`src/rtl/midpoint_ellipse_rasterizer_assert.svh`:
```
// Assertion macros used by the midpoint ellipse rasterizer controller.
`ifndef MIDPOINT_ELLIPSE_RASTERIZER_ASSERT_SVH
`define MIDPOINT_ELLIPSE_RASTERIZER_ASSERT_SVH

// Consequent must hold in the same cycle as the antecedent.
`define MER_ASSERT_SAME(label, clk, rst, ante, cons) \
   label: assert property (@(posedge clk) disable iff (rst) (ante) |-> (cons)) \
      else $error("mer: same-cycle check failed");

// Consequent must hold in the cycle after the antecedent.
`define MER_ASSERT_NEXT(label, clk, rst, ante, cons) \
   label: assert property (@(posedge clk) disable iff (rst) (ante) |=> (cons)) \
      else $error("mer: next-cycle check failed");

`endif

```
`src/rtl/mer_pkg.sv`:
```
// Shared types and codes for the midpoint ellipse rasterizer.
package mer_pkg;

   // Request opcode: start a new ellipse (any other value advances one step)
   localparam logic OPC_START = 1'b0;

   // Datapath operation for one cycle
   typedef enum logic [3:0] {
      OP_NONE,
      OP_LOAD,
      OP_MUL_RX,
      OP_MUL_RY,
      OP_MUL_GRAD,
      OP_START_Q,
      OP_MUL_TX,
      OP_MUL_YM,
      OP_MUL_RY2SQ,
      OP_MUL_RX2D,
      OP_R2_Q,
      OP_ROUND,
      OP_STEP_A,
      OP_STEP_B
   } op_type;

   // Kind of result beat to build
   typedef enum logic [1:0] {
      OUT_START,
      OUT_NONE,
      OUT_POINTS
   } out_kind_type;

   typedef struct packed {
      op_type       op;
      logic         region_two;
      out_kind_type out_kind;
      logic         out_load;
   } mer_cmd_type;

   typedef struct packed {
      logic r1_go;   // grad_x < grad_y: still in region one
      logic y_zero;  // offset_y has reached zero
   } mer_status_type;

endpackage

```
`src/rtl/mer_datapath.sv`:
```
// Datapath: shared multiplier, decision/gradient registers and result register.
module mer_datapath import mer_pkg::*; #(
   parameter int RADIUS_BITS = 12,
   parameter int COORD_BITS  = 16
) (
   input  logic                         clock,
   input  mer_cmd_type                  cmd,
   output mer_status_type               status,
   input  logic signed [COORD_BITS-1:0] req_centre_x,
   input  logic signed [COORD_BITS-1:0] req_centre_y,
   input  logic [RADIUS_BITS-1:0]       req_radius_x,
   input  logic [RADIUS_BITS-1:0]       req_radius_y,
   output logic                         rsp_points_valid,
   output logic                         rsp_finished,
   output logic signed [COORD_BITS:0]   rsp_east_x,
   output logic signed [COORD_BITS:0]   rsp_west_x,
   output logic signed [COORD_BITS:0]   rsp_north_y,
   output logic signed [COORD_BITS:0]   rsp_south_y
);

   localparam int XW = RADIUS_BITS + 1;          // offset_x
   localparam int YW = RADIUS_BITS + 1;          // offset_y - 1, signed
   localparam int SW = 2 * RADIUS_BITS;          // squared radii
   localparam int GW = 3 * RADIUS_BITS + 3;      // gradients
   localparam int AW = 2 * RADIUS_BITS + 1;      // multiplier operand a
   localparam int BW = 2 * RADIUS_BITS + 5;      // multiplier operand b
   localparam int QW = AW + BW;                  // products, quarter values, decision
   localparam int OW = COORD_BITS + 1;           // output coordinates
   localparam int EW = ((OW > XW) ? OW : XW) + 1;

   localparam logic signed [QW-1:0] NEG_TWO  = QW'(-2);
   localparam logic signed [QW-1:0] BIAS_POS = QW'(2);
   localparam logic signed [QW-1:0] BIAS_NEG = QW'(5);

   logic signed [COORD_BITS-1:0] cx_ff, cy_ff;
   logic [RADIUS_BITS-1:0]       rx_ff, ry_ff;
   logic [SW-1:0]                rx2_ff, ry2_ff;
   logic [XW-1:0]                x_ff;
   logic [RADIUS_BITS-1:0]       y_ff;
   logic [GW-1:0]                gx_ff, gy_ff;
   logic signed [BW-1:0]         sq_ff, diff_ff;
   logic signed [QW-1:0]         prod_ff, q_ff, dec_ff;

   logic                         pv_ff, fin_ff;
   logic signed [OW-1:0]         east_ff, west_ff, north_ff, south_ff;

   logic [XW:0]                  tx;
   logic signed [YW-1:0]         ym;
   logic signed [AW-1:0]         mul_a;
   logic signed [BW-1:0]         mul_b;
   logic signed [QW-1:0]         prod_in;
   logic signed [QW-1:0]         q_rnd;
   logic [GW-1:0]                two_rx2, two_ry2;
   logic                         dec_neg, dec_pos;
   logic signed [EW-1:0]         cx_e, cy_e, x_e, y_e;
   logic signed [EW-1:0]         east_s, west_s, north_s, south_s;

   // Derived operands
   assign tx      = {x_ff, 1'b1};
   assign ym      = $signed({1'b0, y_ff}) - $signed(YW'(1));
   assign two_rx2 = GW'({rx2_ff, 1'b0});
   assign two_ry2 = GW'({ry2_ff, 1'b0});
   assign dec_neg = dec_ff[QW-1];
   assign dec_pos = !dec_ff[QW-1] && (dec_ff != '0);

   // Status to the controller
   assign status.r1_go  = gx_ff < gy_ff;
   assign status.y_zero = y_ff == '0;

   // Shared multiplier operand selection
   always_comb begin
      unique case (cmd.op)
         OP_MUL_RX: begin
            mul_a = AW'(rx_ff);
            mul_b = BW'(rx_ff);
         end
         OP_MUL_RY: begin
            mul_a = AW'(ry_ff);
            mul_b = BW'(ry_ff);
         end
         OP_MUL_GRAD: begin
            mul_a = AW'(rx2_ff);
            mul_b = BW'(ry_ff);
         end
         OP_MUL_TX: begin
            mul_a = AW'(tx);
            mul_b = BW'(tx);
         end
         OP_MUL_YM: begin
            mul_a = AW'(ym);
            mul_b = BW'(ym);
         end
         OP_MUL_RY2SQ: begin
            mul_a = AW'(ry2_ff);
            mul_b = sq_ff;
         end
         OP_MUL_RX2D: begin
            mul_a = AW'(rx2_ff);
            mul_b = diff_ff;
         end
         default: begin
            mul_a = '0;
            mul_b = '0;
         end
      endcase
   end

   assign prod_in = QW'(mul_a) * QW'(mul_b);

   // trunc((q + 2) / 4) toward zero
   assign q_rnd = q_ff + ((q_ff < NEG_TWO) ? BIAS_NEG : BIAS_POS);

   // Result coordinates, wrapped to the output width
   assign cx_e    = EW'(cx_ff);
   assign cy_e    = EW'(cy_ff);
   assign x_e     = $signed(EW'(x_ff));
   assign y_e     = $signed(EW'(y_ff));
   assign east_s  = cx_e + x_e;
   assign west_s  = cx_e - x_e;
   assign north_s = cy_e + y_e;
   assign south_s = cy_e - y_e;

   // Working registers
   always_ff @(posedge clock) begin
      prod_ff <= prod_in;
      unique case (cmd.op)
         OP_NONE, OP_MUL_RX, OP_MUL_TX: begin
         end
         OP_LOAD: begin
            cx_ff <= req_centre_x;
            cy_ff <= req_centre_y;
            rx_ff <= req_radius_x;
            ry_ff <= req_radius_y;
            x_ff  <= '0;
            y_ff  <= req_radius_y;
            gx_ff <= '0;
         end
         OP_MUL_RY: begin
            rx2_ff <= prod_ff[SW-1:0];
         end
         OP_MUL_GRAD: begin
            ry2_ff <= prod_ff[SW-1:0];
         end
         OP_START_Q: begin
            gy_ff <= {prod_ff[GW-2:0], 1'b0};
            q_ff  <= QW'({ry2_ff, 2'b00}) + QW'(rx2_ff) - (prod_ff <<< 2);
         end
         OP_MUL_YM: begin
            sq_ff <= prod_ff[BW-1:0];
         end
         OP_MUL_RY2SQ: begin
            diff_ff <= $signed(prod_ff[BW-1:0]) - $signed(BW'(ry2_ff));
         end
         OP_MUL_RX2D: begin
            q_ff <= prod_ff;
         end
         OP_R2_Q: begin
            q_ff <= q_ff + (prod_ff <<< 2);
         end
         OP_ROUND: begin
            dec_ff <= q_rnd >>> 2;
         end
         OP_STEP_A: begin
            if (!cmd.region_two) begin
               x_ff  <= x_ff + XW'(1);
               gx_ff <= gx_ff + two_ry2;
               if (!dec_neg) begin
                  y_ff  <= y_ff - RADIUS_BITS'(1);
                  gy_ff <= gy_ff - two_rx2;
               end
            end else begin
               y_ff  <= y_ff - RADIUS_BITS'(1);
               gy_ff <= gy_ff - two_rx2;
               if (!dec_pos) begin
                  x_ff  <= x_ff + XW'(1);
                  gx_ff <= gx_ff + two_ry2;
               end
            end
         end
         OP_STEP_B: begin
            // gradients already hold their updated values
            if (!cmd.region_two) begin
               dec_ff <= dec_ff + QW'(ry2_ff) + QW'(gx_ff)
                         - (dec_neg ? QW'(0) : QW'(gy_ff));
            end else begin
               dec_ff <= dec_ff + QW'(rx2_ff) - QW'(gy_ff)
                         + (dec_pos ? QW'(0) : QW'(gx_ff));
            end
         end
      endcase

      // Result register
      if (cmd.out_load) begin
         pv_ff  <= cmd.out_kind == OUT_POINTS;
         fin_ff <= (cmd.out_kind == OUT_NONE) || status.y_zero;
         if (cmd.out_kind == OUT_POINTS) begin
            east_ff  <= east_s[OW-1:0];
            west_ff  <= west_s[OW-1:0];
            north_ff <= north_s[OW-1:0];
            south_ff <= south_s[OW-1:0];
         end else begin
            east_ff  <= '0;
            west_ff  <= '0;
            north_ff <= '0;
            south_ff <= '0;
         end
      end
   end

   assign rsp_points_valid = pv_ff;
   assign rsp_finished     = fin_ff;
   assign rsp_east_x       = east_ff;
   assign rsp_west_x       = west_ff;
   assign rsp_north_y      = north_ff;
   assign rsp_south_y      = south_ff;

endmodule

```
`config.mk`:
```
export PLATFORM = sky130hd
export DESIGN_NAME = mer_datapath
export DESIGN_NICKNAME = d
export VERILOG_FILES = /design/src/rtl/midpoint_ellipse_rasterizer_assert.svh /design/src/rtl/mer_pkg.sv /design/src/rtl/mer_datapath.sv
export SDC_FILE = /design/constraint.sdc
export NUM_CORES = 2
export LEC_CHECK = 0
export BUFFER_PORTS_ARGS = -buffer_cell sky130_fd_sc_hd__buf_2
export CAP_MARGIN = 20
export CORE_MARGIN = 4
export CORE_UTILIZATION = 35
export CTS_BUF_LIST = sky130_fd_sc_hd__clkbuf_4 sky130_fd_sc_hd__clkbuf_8 sky130_fd_sc_hd__clkbuf_16
export DETAILED_ROUTE_END_ITERATION = 10
export PLACE_DENSITY_LB_ADDON = 0.05
export REMOVE_ABC_BUFFERS = 1
export SYNTH_ARGS = -nofsm -noshare
export SYNTH_HDL_FRONTEND = slang
export SYNTH_SLANG_ARGS = --single-unit
```
`constraint.sdc`:
```
create_clock -name clock -period 17 [get_ports clock]
set_clock_uncertainty 0.2 [all_clocks]
set_input_delay 3.4 -clock clock [delete_from_list [all_inputs] [get_ports clock]]
set_output_delay 3.4 -clock clock [all_outputs]
set_load 0.005 [all_outputs]
```
# --- Yosys cells after proc, flatten, opt, wreduce, memory -nomap -nowiden ---
# Cells that the tools add are included.
classes:
  addsub: 20
  multipliers: 1
  n_div: 0
  magnitude_cmp: 2
  n_eq_ne: 17
  shifts: 0
  muxes: 20
  bitwise_logic: 0
  n_reduce_logical: 14
op_table:
  columns: ["cell", "n"]
  rows:
  - ["two-way mux 39 bit", 6]
  - ["case mux 29 bit (6 select lines)", 1]
  - ["case mux 54 bit (3 select lines)", 1]
  - ["case mux 39 bit (2 select lines)", 2]
  - ["case mux 25 bit (6 select lines)", 1]
  - ["adder 54 x 24 -> 54 bit", 2]
  - ["adder 54 x 39 -> 54 bit", 2]
  - ["case mux 54 bit (2 select lines)", 1]
  - ["subtractor 54 x 39 -> 54 bit", 2]
  - ["adder 54 x 4 -> 54 bit", 1]
  - ["adder 54 bit", 1]
  - ["< comparator 54 x 2 -> 1 bit (second input constant)", 1]
  - ["multiplier 25 x 29 -> 54 bit", 1]
  - ["two-way mux 54 bit", 1]
  - ["nonzero test 54 bit", 1]
  - ["subtractor 27 x 54 -> 54 bit", 1]
  - ["adder 39 x 25 -> 39 bit", 1]
  - ["< comparator 39 bit", 1]
  - ["subtractor 39 x 25 -> 39 bit", 1]
  - ["subtractor 29 x 25 -> 29 bit", 1]
  - ["adder 26 x 24 -> 27 bit", 1]
  - ["two-way mux 13 bit", 2]
  - ["case mux 13 bit (2 select lines)", 1]
  - ["== test 4 bit (second input constant)", 6]
  - ["other kinds (24)", 35]
totals:
  reg_bits: 497
  latch_bits: 0
  mem_bits_rw: 0
  romBits: 0
  in_bits: 65
  output_inout_bits: 72
  elab_cells: 95
  n_memories: 0

# --- Longest topological paths before layout ---
depth:
  word_depth: 6
  mapped_depth: 37
  depth_no_buf: 35

# --- Least setup slack after synthesis ---
# No wires, ideal clock.
synth_timing:
  path_type: "input-to-reg"
  from: "input cmd[6] (netlist name)"
  to: "register prod_ff[46]"
  setup_ns: 0.120
  arrival_ns: 13.390
  setup_slack_ns: 3.290
  stages: 34
  cell_sequence: "clkbuf_1 > nand2_1 > nor3_1 > or2_2 > clkbuf_1 > clkbuf_1 > clkbuf_1 > a211o_1 > clkbuf_1 > nand2_1 > fa_1 > inv_1 > fa_1 > inv_1 > fa_1 > fa_1 > fa_1 > inv_1 > fa_1 > inv_1 > fa_1 > inv_1 > ha_1 > and4_1 > nand4_1 > nor2_1 > o21ai_0 > a2111oi_0 > o41ai_1 > o31ai_1 > a211oi_1 > nor2_1 > a21boi_0 > xnor2_1"
synth_between:
  elab_chain_len: 4
  elab_cells_between_ends: 12
  cone_classes: "mul: 1; eq/ne: 7; mux: 2; reduce/logical: 2"
synth_lines:
  columns: ["item", "line_no", "text"]
  rows:
  - ["start: declaration", "mer_datapath.sv:7", "input mer_cmd_type cmd,"]
  - ["== test 4 bit, or another cell as far along", "mer_datapath.sv:72", "unique case (cmd.op)"]
  - ["OR reduction 2 bit (no line)", null, null]
  - ["case mux 25 bit (6 select lines) / case mux 29 bit (6 select lines) (equally long branches)", "mer_datapath.sv:72", null]
  - ["multiplier 25 x 29 -> 54 bit *", "mer_datapath.sv:108", "assign prod_in = QW'(mul_a) * QW'(mul_b);"]
  - ["named net prod_in[46]", "mer_datapath.sv:51", "logic signed [QW-1:0] prod_in;"]
  - ["end signal: assignment", "mer_datapath.sv:125", "prod_ff <= prod_in;"]
  - ["end: declaration", "mer_datapath.sv:42", "logic signed [QW-1:0] prod_ff, q_ff, dec_ff;"]
# The timed path passes the listed nets; every way through them passes the cells marked *.
# A chain may end at the register's enable or synchronous reset.

# --- Worst setup path after layout ---
layout_timing:
  from: "input cmd[5] (netlist name)"
  to: "register prod_ff[46]"
# The elaborated chain is that of the path after synthesis.

==> reports/qor.yml <==
vias: 51630
grt_max_degree: 109
crit_required_ns: 17.34
yosys.area_share.simple_pct: 13.1
ant_nets: 0
coreArea_um2: 188000
async_flop_share_pct: 0
via_per_inst: 5.26
cpPeakStageDelay_ns: 0.91
hold_viol: 0
final_common_cell: "inv_1"
syn2layout_area_growth_pct: 9.75
finalMaxSlewViolations: 0
path_class: "primary input to flip-flop"
max-vdd-ir-drop_mv: 0.0625
grt_pass1_vias: 53316
grt_pass1_wl_um: 352000
layout_common_cells: "inv_1, fa_1, nand2_1, nor2_1, ha_1"
setup_ws_ns: 3.16
gp_congestion: 0.888
post-place-ws_ns: 2.46
rrSetupSlack_ns: 5.47
rsz0062_at_grt: "no"
cp_top_family: "adder cells"
placedCellCount: 9693
drc: 0
status: "completed"
syn_area_um2: 66000
port-buffer-count: 136
htree_levels: 3
synth_top_area_share_pct: 27.3
synthCells: 7165
synth_top_family_by_area: "adder cells"
finalSetupTns_ns: 0
cp.depth: 34
drive_gt1_share_pct: 6.23
first_pass_iters: 7
fin_cells: 9814
grt_usage_pct: 23.9
cp-start-kind: "primary input"
cp_data_arrival_time_ns: 14.18
antenna_found_initial: 8
cts_hold_buf: 0
postSynthAreaPerCell_um2: 9.22
die_h_um: 442
seqCellArea_um2: 14300
synth_xor_area_share_pct: 5.27
crit_path_end_kind: "flip-flop"
ioPinCount: 137
yosys.area_share.adder_pct: 37.6
timing.final.crit_share_pct: 81.4
netlist_top_cells_area: "fa_1, edfxtp_1, ha_1"
start_util_pct: 35.2
path_buf_inv: 9
routed_wl_um: 236000
insertion_delay_ns: 0.68
clk_pin_slew_worst_paths_ns: 0.06
cts_max_path_buffers: 3
max_cap_viol_count: 0
crit_fanout: 102
yosys.area.top_type: "fa_1"
cts_tree: "built"
rr_endpoint: "prod_ff[46]"
grt_overflow_total: 0
slew_headroom_pct: 19.1
cts_buffers: 66
dieWidth_um: 442
path_common_cell: "fa_1"
ys_seq_area_share_pct: 21.6
fin_nets: 8772
multiInputGateArea_um2: 46300
synth-compound-area-share_pct: 13.5
synth_flop_cell: "edfxtp_1"
clock.fmax_mhz: 72.2
fillCellCount: 19040
wl_per_cell_um: 24.1
cts_setup_buffers: 0
min-delay-start: "prod_ff[52]"
yosysUniqueCellTypes: 82
root_buffer: "clkbuf_16"
power_density_nw_per_um2: 91.3
setup_violations: 0
synthMuxAreaShare_pct: 0.227
numClockSinks: 493
cts.repair.resized: 0
p_leak_nw: 33.0
drt_iter0_markers: 3804
ys_warn_count: 0
ys_ff_latch: 493
ff2ff_path_depth: 33
rows: 159
rr_startpoint: "y_ff[7]"
startpoint: "cmd[5]"
die-area_um2: 196000
fin_crit_ns: 13.84
worst_pin_slew_ns: 1.21
endpoint: "prod_ff[46]"
synth_edf_count: 439
dp_hpwl_um: 189000
crit_slowest_cell: "a2111oi_0"
hold_path_class: "flip-flop to flip-flop"
power_w: 0.00661
==> metrics by stage <==
step	hold slack (ns)	utilization, %	area (um^2)
2_1_floorplan	0.308	-	65100
4_1_cts	0.396	38.6	72500
5_1_grt	0.438	38.6	72500
6_report	0.394	38.6	72500
3_5_place_dp	0.372	37.4	70200
3_3_place_gp	0.412	37.4	70200
==> kinds of logic after synthesis <==
family / Yosys count
xor gates and xnor gates: 397
adders and majority gates: 1441
and+or+nand+nor: 1927
DFF: 493
muxes: 15
AOI/OAI and AO/OA: 1353
other: 2
buffers and inverters: 1537
==> final cells by class <==
class                           count  area share (%)
Antenna cell                        1         0.00345
Tap cell                         2495            4.31
Clock buffer                       84            2.56
Multi-Input combinational cell   5154            63.9
Timing Repair Buffer              270            2.36
Sequential cell                   493            19.7
Clock inverter                     36           0.603
Inverter                         1281            6.63
==> cell usage after synthesis, drive strengths merged, types with 54 or more instances <==
library cell,n
nor3,99
and3,57
nand2b,76
clkbuf,240
a21oi,341
nand2,686
ha,539
and2,66
o21bai,58
inv,1279
nor2,623
fa,902
xnor2,257
dfxtp,54
o21ai,297
a21o,162
edfxtp,439
xor2,140
nand3,91
==> worst min-delay path by stage <==
stage	end	cells after the start
6_report	q_ff[52]	2
5_1_grt	q_ff[52]	2
4_1_cts	q_ff[52]	2
3_5_place_dp	q_ff[52]	2
3_3_place_gp	q_ff[52]	2
2_1_floorplan	q_ff[52]	2
==> flip-flops by register name, indices dropped and copies added, names as in the netlist, 29 cells and up <==
name,cells
prod_ff,54
sq_ff,29
gy_ff,38
gx_ff,38
q_ff,54
diff_ff,29
dec_ff,54
==> layer usage <==
metal	vias up	global-route usage (%)	part of all wire, %
li1	23804	-	-
met1	26304	34.5	47
met2	1312	38.3	45
met3	208	2.47	5.0
met4	2	6.19	2.6
met5	-	0	0.0059
==> where the power goes <==
part	leakage [nW]	internal (W)	switching (W)
registers	4.57	0.00155	0.000200
logic	27.3	0.00131	0.00206
clock network	1.14	0.000876	0.000623
total	33.0	0.00373	0.00288
==> worst register-to-register path, delay by kind of cell (launching register included) <==
kind | cells | cell delay, ns
and+or+nand+nor | 10 | 2.53
xor gates and xnor gates | 1 | 0.15
adders and majority gates | 8 | 3.93
AOI/OAI and AO/OA | 7 | 3.16
DFF | 1 | 0.43
buffers and inverters | 7 | 0.98
Note: power is estimated with default switching activity, not from simulation.
