## config.mk

```make
export PLATFORM = sky130hd
export DESIGN_NAME = mer_control
export DESIGN_NICKNAME = d
export VERILOG_FILES = /design/src/rtl/mer_pkg.sv /design/src/rtl/mer_control.sv
export VERILOG_INCLUDE_DIRS = /design/src /design/src/rtl
export SDC_FILE = /design/constraint.sdc
export NUM_CORES = 1
export LEC_CHECK = 0
export ABC_AREA = 1
export BUFFER_PORTS_ARGS = -buffer_cell sky130_fd_sc_hd__buf_4
export CAP_MARGIN = 20
export CORE_MARGIN = 2
export CORE_UTILIZATION = 40
export CTS_CLUSTER_SIZE = 12
export DETAILED_ROUTE_END_ITERATION = 12
export SYNTH_ARGS = -nofsm -noshare
export SYNTH_HDL_FRONTEND = slang
export SYNTH_SLANG_ARGS = --single-unit
```

## constraint.sdc

```tcl
create_clock -name clock -period 1.3 [get_ports clock]
set_input_delay 0.195 -clock clock [delete_from_list [all_inputs] [get_ports clock]]
set_output_delay 0.195 -clock clock [all_outputs]
set_load 0.05 [all_outputs]
```

## src/rtl/midpoint_ellipse_rasterizer_assert.svh

```systemverilog
// Assertion macros used by the midpoint ellipse rasterizer controller.
`ifndef MIDPOINT_ELLIPSE_RASTERIZER_ASSERT_SVH
`define MIDPOINT_ELLIPSE_RASTERIZER_ASSERT_SVH

// Consequent must hold in the same cycle as the antecedent.
`define MER_ASSERT_SAME(label, clk, rst, ante, cons) \
   label: assert property (@(posedge clk) disable iff (rst) (ante) |-> (cons)) \
      else $error("mer: same-cycle check failed");

// Consequent must hold in the cycle after the antecedent.
`define MER_ASSERT_NEXT(label, clk, rst, ante, cons) \
   label: assert property (@(posedge clk) disable iff (rst) (ante) |=> (cons)) \
      else $error("mer: next-cycle check failed");

`endif

```

## src/rtl/mer_pkg.sv

```systemverilog
// Shared types and codes for the midpoint ellipse rasterizer.
package mer_pkg;

   // Request opcode: start a new ellipse (any other value advances one step)
   localparam logic OPC_START = 1'b0;

   // Datapath operation for one cycle
   typedef enum logic [3:0] {
      OP_NONE,
      OP_LOAD,
      OP_MUL_RX,
      OP_MUL_RY,
      OP_MUL_GRAD,
      OP_START_Q,
      OP_MUL_TX,
      OP_MUL_YM,
      OP_MUL_RY2SQ,
      OP_MUL_RX2D,
      OP_R2_Q,
      OP_ROUND,
      OP_STEP_A,
      OP_STEP_B
   } op_type;

   // Kind of result beat to build
   typedef enum logic [1:0] {
      OUT_START,
      OUT_NONE,
      OUT_POINTS
   } out_kind_type;

   typedef struct packed {
      op_type       op;
      logic         region_two;
      out_kind_type out_kind;
      logic         out_load;
   } mer_cmd_type;

   typedef struct packed {
      logic r1_go;   // grad_x < grad_y: still in region one
      logic y_zero;  // offset_y has reached zero
   } mer_status_type;

endpackage

```

## src/rtl/mer_control.sv

```systemverilog
// Controller: sequences start setup, region switch and step updates.
`include "midpoint_ellipse_rasterizer_assert.svh"

module mer_control import mer_pkg::*; (
   input  logic           clock,
   input  logic           reset,
   input  logic           req_valid,
   input  logic           req_opcode,
   output logic           req_ready,
   output logic           rsp_valid,
   input  logic           rsp_ready,
   output mer_cmd_type    cmd,
   input  mer_status_type status
);

   typedef enum logic [3:0] {
      ST_IDLE,
      ST_SQ_RX,
      ST_SQ_RY,
      ST_GRAD,
      ST_START_Q,
      ST_TX,
      ST_YM,
      ST_RY2SQ,
      ST_RX2D,
      ST_R2Q,
      ST_ROUND,
      ST_STEP_A,
      ST_STEP_B,
      ST_EMIT
   } state_type;

   typedef enum logic [1:0] {
      PH_IDLE,
      PH_R1,
      PH_R2
   } phase_type;

   state_type    state_ff, state_in;
   phase_type    phase_ff, phase_in;
   out_kind_type kind_ff, kind_in;
   logic         rsp_valid_ff, rsp_valid_in;
   logic         accept;
   logic         out_load;

   assign req_ready = state_ff == ST_IDLE;
   assign accept    = req_valid && req_ready;
   assign out_load  = (state_ff == ST_EMIT) && (!rsp_valid_ff || rsp_ready);
   assign rsp_valid = rsp_valid_ff;

   // Next state
   always_comb begin
      state_in     = state_ff;
      phase_in     = phase_ff;
      kind_in      = kind_ff;
      rsp_valid_in = out_load ? 1'b1 : (rsp_ready ? 1'b0 : rsp_valid_ff);
      unique case (state_ff)
         ST_IDLE: begin
            if (accept) begin
               if (req_opcode == OPC_START) begin
                  state_in = ST_SQ_RX;
                  phase_in = PH_R1;
                  kind_in  = OUT_START;
               end else begin
                  priority if (phase_ff == PH_R1 && !status.r1_go) begin
                     state_in = ST_TX;
                     phase_in = PH_R2;
                  end else if (phase_ff == PH_R1 ||
                               (phase_ff == PH_R2 && !status.y_zero)) begin
                     state_in = ST_STEP_A;
                     kind_in  = OUT_POINTS;
                  end else begin
                     state_in = ST_EMIT;
                     kind_in  = OUT_NONE;
                  end
               end
            end
         end
         ST_SQ_RX:   state_in = ST_SQ_RY;
         ST_SQ_RY:   state_in = ST_GRAD;
         ST_GRAD:    state_in = ST_START_Q;
         ST_START_Q: state_in = ST_ROUND;
         ST_TX:      state_in = ST_YM;
         ST_YM:      state_in = ST_RY2SQ;
         ST_RY2SQ:   state_in = ST_RX2D;
         ST_RX2D:    state_in = ST_R2Q;
         ST_R2Q:     state_in = ST_ROUND;
         ST_ROUND: begin
            priority if (phase_ff == PH_R1) begin
               state_in = ST_EMIT;
            end else if (status.y_zero) begin
               state_in = ST_EMIT;
               kind_in  = OUT_NONE;
            end else begin
               state_in = ST_STEP_A;
               kind_in  = OUT_POINTS;
            end
         end
         ST_STEP_A:  state_in = ST_STEP_B;
         ST_STEP_B:  state_in = ST_EMIT;
         ST_EMIT: begin
            if (out_load) begin
               state_in = ST_IDLE;
            end
         end
         default:    state_in = ST_IDLE;
      endcase
   end

   // Datapath command
   always_comb begin
      unique case (state_ff)
         ST_IDLE:    cmd.op = (accept && req_opcode == OPC_START) ? OP_LOAD : OP_NONE;
         ST_SQ_RX:   cmd.op = OP_MUL_RX;
         ST_SQ_RY:   cmd.op = OP_MUL_RY;
         ST_GRAD:    cmd.op = OP_MUL_GRAD;
         ST_START_Q: cmd.op = OP_START_Q;
         ST_TX:      cmd.op = OP_MUL_TX;
         ST_YM:      cmd.op = OP_MUL_YM;
         ST_RY2SQ:   cmd.op = OP_MUL_RY2SQ;
         ST_RX2D:    cmd.op = OP_MUL_RX2D;
         ST_R2Q:     cmd.op = OP_R2_Q;
         ST_ROUND:   cmd.op = OP_ROUND;
         ST_STEP_A:  cmd.op = OP_STEP_A;
         ST_STEP_B:  cmd.op = OP_STEP_B;
         default:    cmd.op = OP_NONE;
      endcase
      cmd.region_two = phase_ff == PH_R2;
      cmd.out_kind   = kind_ff;
      cmd.out_load   = out_load;
   end

   // State and registered outputs
   always_ff @(posedge clock) begin
      if (reset) begin
         state_ff     <= ST_IDLE;
         phase_ff     <= PH_IDLE;
         kind_ff      <= OUT_NONE;
         rsp_valid_ff <= 1'b0;
      end else begin
         state_ff     <= state_in;
         phase_ff     <= phase_in;
         kind_ff      <= kind_in;
         rsp_valid_ff <= rsp_valid_in;
      end
   end

   // A region-one step only runs while grad_x < grad_y
   `MER_ASSERT_SAME(a_r1_step_go, clock, reset,
                    (state_ff == ST_STEP_A && phase_ff == PH_R1), status.r1_go)
   // A region-two step never runs with offset_y at zero
   `MER_ASSERT_SAME(a_r2_step_y, clock, reset,
                    (state_ff == ST_STEP_A && phase_ff == PH_R2), !status.y_zero)
   // A start beat always opens region one
   `MER_ASSERT_NEXT(a_start_r1, clock, reset,
                    (accept && req_opcode == OPC_START), (phase_ff == PH_R1))
   // The ST_STEP_B update state always leads to a point result
   `MER_ASSERT_NEXT(a_step_emit, clock, reset, (state_ff == ST_STEP_B),
                    (state_ff == ST_EMIT && kind_ff == OUT_POINTS))

endmodule

```

**Yosys cells after proc, flatten, opt, wreduce, memory -nomap -nowiden**

Cells that the tools add are included.

- Equal/unequal tests: 20
- Muxes and demuxes: 21
- Bitwise operators: 1
- Reductions and logical operators: 17

Operators with widths:

| cell | number |
|---|---|
| case mux 4 bit (13 select lines) | 2 |
| equality test 4 bit, second input constant | 6 |
| equality test 4 x 3 -> 1 bit, second input constant | 4 |
| two-way mux 2 bit | 8 |
| two-way mux 4 bit | 4 |
| two-way mux 3 bit | 3 |
| equality test 4 x 2 -> 1 bit, second input constant | 2 |
| logical AND 1 bit | 5 |
| equality test 4 x 1 -> 1 bit, second input constant | 1 |
| logical NOT 4 bit | 1 |
| != test 2 x 1 -> 1 bit, second input constant | 2 |
| != test 2 bit, second input constant | 2 |
| case mux 2 bit (2 select lines) | 1 |
| AND reduction 4 bit | 1 |
| nonzero test 2 bit | 2 |
| logical NOT 1 bit | 3 |
| two-way mux 1 bit | 3 |
| != test 3 bit, second input constant | 1 |
| AND reduction 3 bit | 1 |
| equality test 2 x 1 -> 1 bit, second input constant | 1 |
| equality test 2 bit, second input constant | 1 |
| logical OR 1 bit | 2 |
| AND reduction 2 bit | 1 |
| OR reduction 2 bit | 1 |
| inverter 1 bit | 1 |

- Flip-flop bits (word level): 9
- Input bits: 7
- Output and inout port bits: 10
- Word-level logic and storage cells: 63

**Logic depth before layout (Yosys ltp)**

Gate-level depths: netlist of run 1.

- Depth in word-level cells: 8
- Depth in mapped cells: 9
- Mapped depth without buffers: 9

**Least setup slack after synthesis of run 1**

OpenSTA, ideal clock, no wires.

- Path kind: flip-flop to output port
- Start point: register state_ff[0]
- End point: output port cmd[4] in the netlist's numbering
- Arrival time: 1359 ps
- Required time: 1105 ps
- Setup slack: -254 ps
- Cell stages (with the launch flop): 4
- Path buffers: 0
- Path through: dfxtp_1 > inv_2 > nand2_1 > o2111ai_1

RTL lines:

| item | RTL line | RTL |
|---|---|---|
| start: declaration | mer_control.sv:39 | `state_type state_ff, state_in;` |
| start signal: assignment | mer_control.sv:141 | `state_ff <= state_in;` |
| end: declaration | mer_control.sv:12 | `output mer_cmd_type cmd,` |

==> Flow_metrics.wiki, run 1 <==
{| class="wikitable"
! Metric !! Value
|-
| Result of the run || complete, but fails checks
|-
| Total power per unit cell area || 2480 mW/mm2
|-
| Via count of the first global-routing pass || 748
|-
| Cell breakdown of the critical path || inv_4 -> nor2_4 -> inv_2 -> nor2_4 -> inv_2 -> nor2_2 -> buf_6
|-
| Share of the cycle needed by the critical path after routing || 118%
|-
| Start of the worst register-to-register path || state_ff[0]
|-
| Mean area per synthesized cell || 5.93 um2
|-
| Biggest cell delay along the critical path || 390 ps
|-
| Violated checks || negative setup slack
|-
| Share of cells above drive strength 1 || 56.8%
|-
| Iteration-0 DRC Markers || 19
|-
| Distinct cells, synth || 22
|-
| WL per Instance || 11.5 um
|-
| Total count of hold-check failures in the final report || 0
|-
| Area added between synthesis and finish || 73.4%
|-
| RePlAce Congestion || 0.867
|-
| Max-capacitance violation count || 0
|-
| Total inserted antenna cells || 0
|-
| Setup ws final || -228 ps
|-
| CP delay by family, top || flip-flops
|-
| Clock H-tree levels || 1
|-
| Summed instance area of the synthesized netlist || 706 um2
|-
| Total global-route track usage || 21.1%
|-
| Via count normalized by instance count || 4.97
|-
| Startpoint types || flop
|-
| Inserted Clock Buffers || 3
|-
| Total of warnings raised by yosys || 0
|-
| Global-route wire length before repair || 3180 um
|-
| Clock skew || 3.56 ps
|-
| Post-place setup slack || -64.5 ps
|-
| Arrival time of data at the critical path endpoint || 1330 ps
|-
| Worst path slowest cell || dfxtp_4
|-
| Sink Count || 9
|-
| Detailed Routing Iterations Pass 1 || 4
|-
| Number of nets at the end of the flow || 170
|-
| Synthesis-stage register bit count || 9
|-
| Min-Delay Path Class || in2reg
|-
| Synthesized netlist cell count || 119
|-
| CTS clk-pin slew, worst paths || 60 ps
|-
| Worst Hold Endpoint || state_ff[3]
|-
| Unrepaired setup endpoints after global routing || yes
|-
| WHS Path Cells || 2
|-
| Final-report setup violation count || 9
|-
| Worst-Skew Late Latency || 260 ps
|-
| Slew at the pin closest to its max-slew limit || 342 ps
|-
| Final WL || 2050 um
|-
| Number of antenna violations at the first check in global routing || 0
|-
| Root Buffer || clkbuf_4
|-
| Top-level port count || 17
|-
| Endpoint of the worst-slack reg-to-reg timing path || kind_ff[0]
|-
| Number of design rule violations left after detail routing || 0
|-
| Detailed Place HPWL || 1470 um
|-
| Clock tree from TritonCTS || yes
|-
| Worst reg-to-reg path cell count || 9
|-
| Worst-case headroom to the max-slew limit || 77.1%
|-
| Final critical path time including I/O delays and setup || 1530 ps
|-
| Initial Utilization || 41.8%
|-
| Max-slew violation total from the final report || 0
|-
| Number of buffers between clock root and the deepest sink || 2
|-
| Sequential area share after synthesis || 25.5%
|-
| Maximum frequency from static timing analysis || 655 MHz
|-
| Total die area || 0.00212 mm2
|-
| Core footprint || 0.00169 mm2
|-
| Antenna-violating nets left || 0
|-
| DP Area || 976 um2
|-
| Buffer and inverter count on the worst path || 4
|-
| Largest net degree at the start of global routing || 8
|-
| Port Buffers || 16
|-
| CP endpoint kind || output pin
|-
| FF-to-FF setup slack || -40 ps
|-
| Aggregate global routing overflow || 0
|-
| Number of core rows || 15
|-
| WP data required || 1110 ps
|-
| Static leakage || 0.000636 uW
|-
| Net count after synthesis || 126
|-
| Peak supply drop || 1620 uV
|-
| WS Path Type || reg2out
|-
| Max FO, Critical Path || 4
|-
| Startpoint of the tightest hold check path || reset
|-
| Via count || 890
|-
| Die H || 46 um
|-
| Final standard cell area without fillers || 0.00122 mm2
|-
| Setup TNS || -1280 ps
|-
| Die span in x || 46 um
|}
[worst register-to-register path, cell delays in order (launching register included)]
cell	delay, ps
dfxtp_4	370
nor2_4	150
nand2_4	80
buf_6	130
buf_6	110
inv_4	60
nand2_4	60
and2_4	160
nand3_2	70
nand3_2	50
[worst max-delay path by stage]
stage | from | end | slack (ps) | depth (start not counted)
floorplan | state_ff[3] | cmd[4] | -20 | 5
global placement | state_ff[3] | cmd[4] | -30 | 6
detailed placement | state_ff[0] | cmd[4] | -60 | 6
CTS | state_ff[3] | cmd[0] | -220 | 6
global route | state_ff[0] | cmd[7] | -290 | 7
finish | state_ff[0] | cmd[0] | -230 | 7
[synth_stat cells, drive strengths merged]
master	count	area share [%]
o21ai	7	5.5
nand2	36	22
o2111ai	1	1.2
a21oi	5	3.5
o21a	1	1.1
and2	2	1.8
nand4	2	1.8
clkinv	1	0.53
nand3	11	8.5
nor2	22	16
dfxtp	9	26
buf	2	2.7
inv	20	11
[sequential cells by signal (all words and copies together) (netlist names)]
| name | count |
|---|---|
| rsp_valid | 1 |
| phase_ff | 2 |
| state_ff | 4 |
| kind_ff | 2 |
[power breakdown]
part           total, uW  internal [uW]  switching (uW)
logic               2330           1040            1290
clock network        214            118            96.2
registers            491            376             115
[through the flow]
stage	std cells	util, %	power, uW	hold WS [ps]
2_1_floorplan	119	-	1630	260
3_3_place_gp	168	57.8	2250	416
3_5_place_dp	168	57.8	2260	417
4_1_cts	175	67.3	2810	135
5_1_grt	179	72.4	3230	143
6_report	179	72.4	3040	137
[cells by family (layout without fill, tap and decap cells)]
group	Yosys count	count (layout)	share of synthesized area, %
AOI/OAI and AO/OA	14	14	11.3
DFF	9	9	25.5
buffers and inverters	23	66	13.8
and+or+nand+nor	73	73	49.3
[layout by cell type (no fill, tap or decap), drive strengths merged]
master,synthesis,layout
nor2,22,22
nand2,36,36
nand4,2,2
clkbuf,0,4
clkinv,1,1
dfxtp,9,9
nand3,11,11
o2111ai,1,1
o21a,1,1
and2,2,2
o21ai,7,7
inv,20,20
buf,2,41
a21oi,5,5
[area by class of cell]
| type | instances | area [um2] |
|---|---|---|
| inverters | 21 | 85.1 |
| clock buffers | 4 | 26.3 |
| flip-flops and latches | 9 | 196 |
| fillers | 142 | 465 |
| well taps | 17 | 21.3 |
| repair buffers | 41 | 360 |
| multi-input cells | 87 | 534 |
[routing by layer]
| layer | share of wire (%) | track usage [%] | vias up |
|---|---|---|---|
| met5 | 0 | 0 | - |
| met4 | 2.3 | 12.6 | 0 |
| met2 | 49 | 34.4 | 23 |
| met3 | 3.9 | 1.19 | 6 |
| li1 | - | - | 455 |
| met1 | 45 | 26.8 | 406 |
[repair_timing]
| action | CTS | global route |
|---|---|---|
| resized for setup | 34 | 17 |
| buffers inserted | 3 | 5 |
| endpoints found under the hold margin | 0 | 0 |
| pin swaps | 8 | 12 |
| hold buffers | 0 | 0 |
| endpoints found under the setup margin | 8 | 11 |
Note: power is estimated with default switching activity, not from simulation.
==> run 2: changes to the inputs <==
Settings changed: CTS_BUF_LIST from default to sky130_fd_sc_hd__clkbuf_4.
==> run 2 against run 1 <==
The flow still finishes with violations (negative setup slack). Die area unchanged. Fmax increased by 0.67%. Hold slack improved by 4.4 ps. Largest cell class unchanged. Sequential share of layout area about the same. Clock power increased by 8%. Clock skew increased by 1.8 ps. Critical path type unchanged. Sequential power about the same. First-iteration DRC count decreased by 32%. Count of clock-buffer cells in the layout unchanged.
==> Flow_metrics.wiki, run 2 (synthesized netlist as in run 1, its figures left out) <==
{| class="wikitable"
! Metric !! Value
|-
| Total global-route track usage || 21.2% (+0.16 points)
|-
| Inserted Clock Buffers || 3 (unchanged)
|-
| Antenna-violating nets left || 0 (unchanged)
|-
| Reg area || 196 um2 (unchanged)
|-
| Post-place setup slack || -64.5 ps (unchanged)
|-
| Area of the multi-input gates || 534 um2 (unchanged)
|-
| Worst Hold Endpoint || state_ff[3]
|-
| Top-level port count || 17 (unchanged)
|-
| Min-Delay Path Class || in2reg
|-
| Port Buffers || 16 (unchanged)
|-
| Via count of the first global-routing pass || 756 (+1.1%)
|-
| Core footprint || 0.00169 mm2 (unchanged)
|-
| Global-route wire length before repair || 3210 um (+0.88%)
|-
| Final-report setup violation count || 9 (unchanged)
|-
| Area added between synthesis and finish || 73.9%
|-
| Startpoint of the tightest hold check path || reset
|-
| Die H || 46 um (unchanged)
|-
| Worst reg-to-reg path cell count || 9 (unchanged)
|-
| CTS clk-pin slew, worst paths || 60 ps (about the same)
|-
| Register bank with the most flops || state_ff
|-
| Biggest cell delay along the critical path || 370 ps (-20 ps)
|-
| Top flop regs || state_ff (4), kind_ff (2), phase_ff (2)
|-
| Global-route track usage on met2 || 35.0% (+0.56 points)
|-
| Setup TNS || -1210 ps (+67.9 ps)
|-
| WS Path Type || reg2out
|-
| Max FO, Critical Path || 4 (unchanged)
|-
| Final critical path time including I/O delays and setup || 1520 ps (-10.1 ps)
|-
| Worst-case headroom to the max-slew limit || 76.9% (-0.18 points)
|-
| Total inserted antenna cells || 0 (unchanged)
|-
| Slew at the pin closest to its max-slew limit || 345 ps (+2.75 ps)
|-
| Total die area || 0.00212 mm2 (unchanged)
|-
| Final Hold Slack || 141 ps (+4.41 ps)
|-
| Final WL || 2010 um (-2.3%)
|-
| Cell breakdown of the critical path || buf_4 -> buf_6 -> nand3_2 -> nand2_2 -> nor2_4 -> nand2_2 -> buf_8
|-
| Start of the worst register-to-register path || state_ff[0]
|-
| WHS Path Cells || 2 (unchanged)
|-
| FF-to-FF setup slack || -50 ps (about the same)
|-
| Maximum frequency from static timing analysis || 659 MHz (+0.67%)
|-
| Max-slew violation total from the final report || 0 (unchanged)
|-
| Arrival time of data at the critical path endpoint || 1320 ps (about the same)
|-
| Total count of hold-check failures in the final report || 0 (unchanged)
|-
| Startpoint types || flop
|-
| Die span in x || 46 um (unchanged)
|-
| Worst-Skew Late Latency || 250 ps (about the same)
|-
| Violated checks || negative setup slack
|-
| Setup ws final || -218 ps (+10.1 ps)
|-
| Number of core rows || 15 (unchanged)
|-
| Clock H-tree levels || 1 (unchanged)
|-
| Flip-flop count of the largest register after layout || 4 (unchanged)
|-
| WP data required || 1110 ps (about the same)
|-
| Detailed Place HPWL || 1470 um (unchanged)
|-
| Clock tree from TritonCTS || yes
|-
| Root Buffer || clkbuf_4
|-
| Via count || 874 (-1.8%)
|-
| Core occupancy in the finished layout || 72.7% (+0.22 points)
|-
| CTS Hold Buffers Added || 0 (unchanged)
|-
| Share of cells above drive strength 1 || 57.4% (+0.62 points)
|-
| Fillers || 143 (+0.70%)
|-
| GR Layer Usage met1 || 26.8% (unchanged)
|-
| RePlAce Congestion || 0.867 (unchanged)
|-
| Iteration-0 DRC Markers || 13 (-6)
|-
| Unrepaired setup endpoints after global routing || yes
|-
| Number of design rule violations left after detail routing || 0 (unchanged)
|-
| Worst path slowest cell || dfxtp_4
|-
| Max-capacitance violation count || 0 (unchanged)
|-
| Number of antenna violations at the first check in global routing || 0 (unchanged)
|-
| Commonest cells after routing, fill and taps aside || buf_4 (29), nand2_1 (25), inv_1 (11)
|-
| Result of the run || complete, but fails checks
|-
| Met3 Track Usage GR || 1.19% (unchanged)
|-
| Endpoint of the worst-slack reg-to-reg timing path || kind_ff[0]
|-
| Largest net degree at the start of global routing || 8 (unchanged)
|-
| Peak supply drop || 1610 uV (-0.78%)
|-
| Number of buffers between clock root and the deepest sink || 2 (unchanged)
|-
| Aggregate global routing overflow || 0 (unchanged)
|-
| Share of the cycle needed by the critical path after routing || 117% (-0.78 points)
|-
| Number of nets at the end of the flow || 170 (unchanged)
|-
| CP endpoint kind || output pin
|-
| Sink Count || 9 (unchanged)
|-
| WL per Instance || 11.2 um (-2.3%)
|-
| Total power per unit cell area || 2480 mW/mm2 (-0.17%)
|-
| Most common library cell in the layout ignoring fill and taps || buf_4
|-
| Clock skew || 5.40 ps (+1.84 ps)
|-
| Most Frequent Cell on Critical Path || nand2_2
|-
| Initial Utilization || 41.8% (unchanged)
|-
| Static leakage || 0.000639 uW (+0.55%)
|-
| Most Used Layer, Global Route || met2
|-
| Via count normalized by instance count || 4.88 (-1.8%)
|-
| Detailed Routing Iterations Pass 1 || 4 (unchanged)
|}
[run 2: cell counts in the layout (fill, tap and decap cells not counted)]
No cell type changed its count.
[run 2: routing by layer]
metal / share of wire, % / routed length, um
met5: 0 / 0
met4: 1.5 / 31
met3: 2.6 / 53
met2: 49 / 979
met1: 47 / 940
[run 2: stage by stage]
step / std cells / instance area, um2 / total power [uW]
6_report: 179 / 1230 / 3040
5_1_grt: 179 / 1230 / 3240
4_1_cts: 175 / 1140 / 2830
3_5_place_dp: 168 / 976 / 2260
3_3_place_gp: 168 / 976 / 2250
2_1_floorplan: 119 / 718 / 1630
[run 2: worst max-delay path, delay by kind of cell, from the launching register on]
| kind | cells | cell delay [ps] |
|---|---|---|
| flip-flops | 1 | 370 |
| AND/OR/NAND/NOR | 4 | 310 |
| buffers and inverters | 3 | 400 |
[run 2: worst max path at each step]
stage	cells past startpoint	from	to	slack (ps)
2_1_floorplan	5	state_ff[3]	cmd[4]	-20
5_1_grt	7	state_ff[0]	cmd[7]	-290
3_5_place_dp	6	state_ff[0]	cmd[4]	-60
3_3_place_gp	6	state_ff[3]	cmd[4]	-30
6_report	7	state_ff[0]	cmd[6]	-220
4_1_cts	6	state_ff[3]	cmd[0]	-220
[run 2: where the power goes]
group	internal [uW]	total, uW	switching, uW
clock network	139	232	92.9
registers	376	490	114
logic	1040	2320	1280
[run 2: what timing repair did]
item | 4_1_cts | 5_1_grt
setup buffers | 3 | 5
pin swaps | 8 | 12
setup endpoints to repair | 8 | 11
gates resized for setup | 34 | 17
gates cloned | 0 | 0
[run 2: area by class of cell]
cell class                 instances  area share (%)
multi-input combinational         87            43.5
timing repair buffer              41            29.4
sequential                         9            16.0
inverter                          21            6.93
clock buffer                       4            2.45
tap                               17            1.73
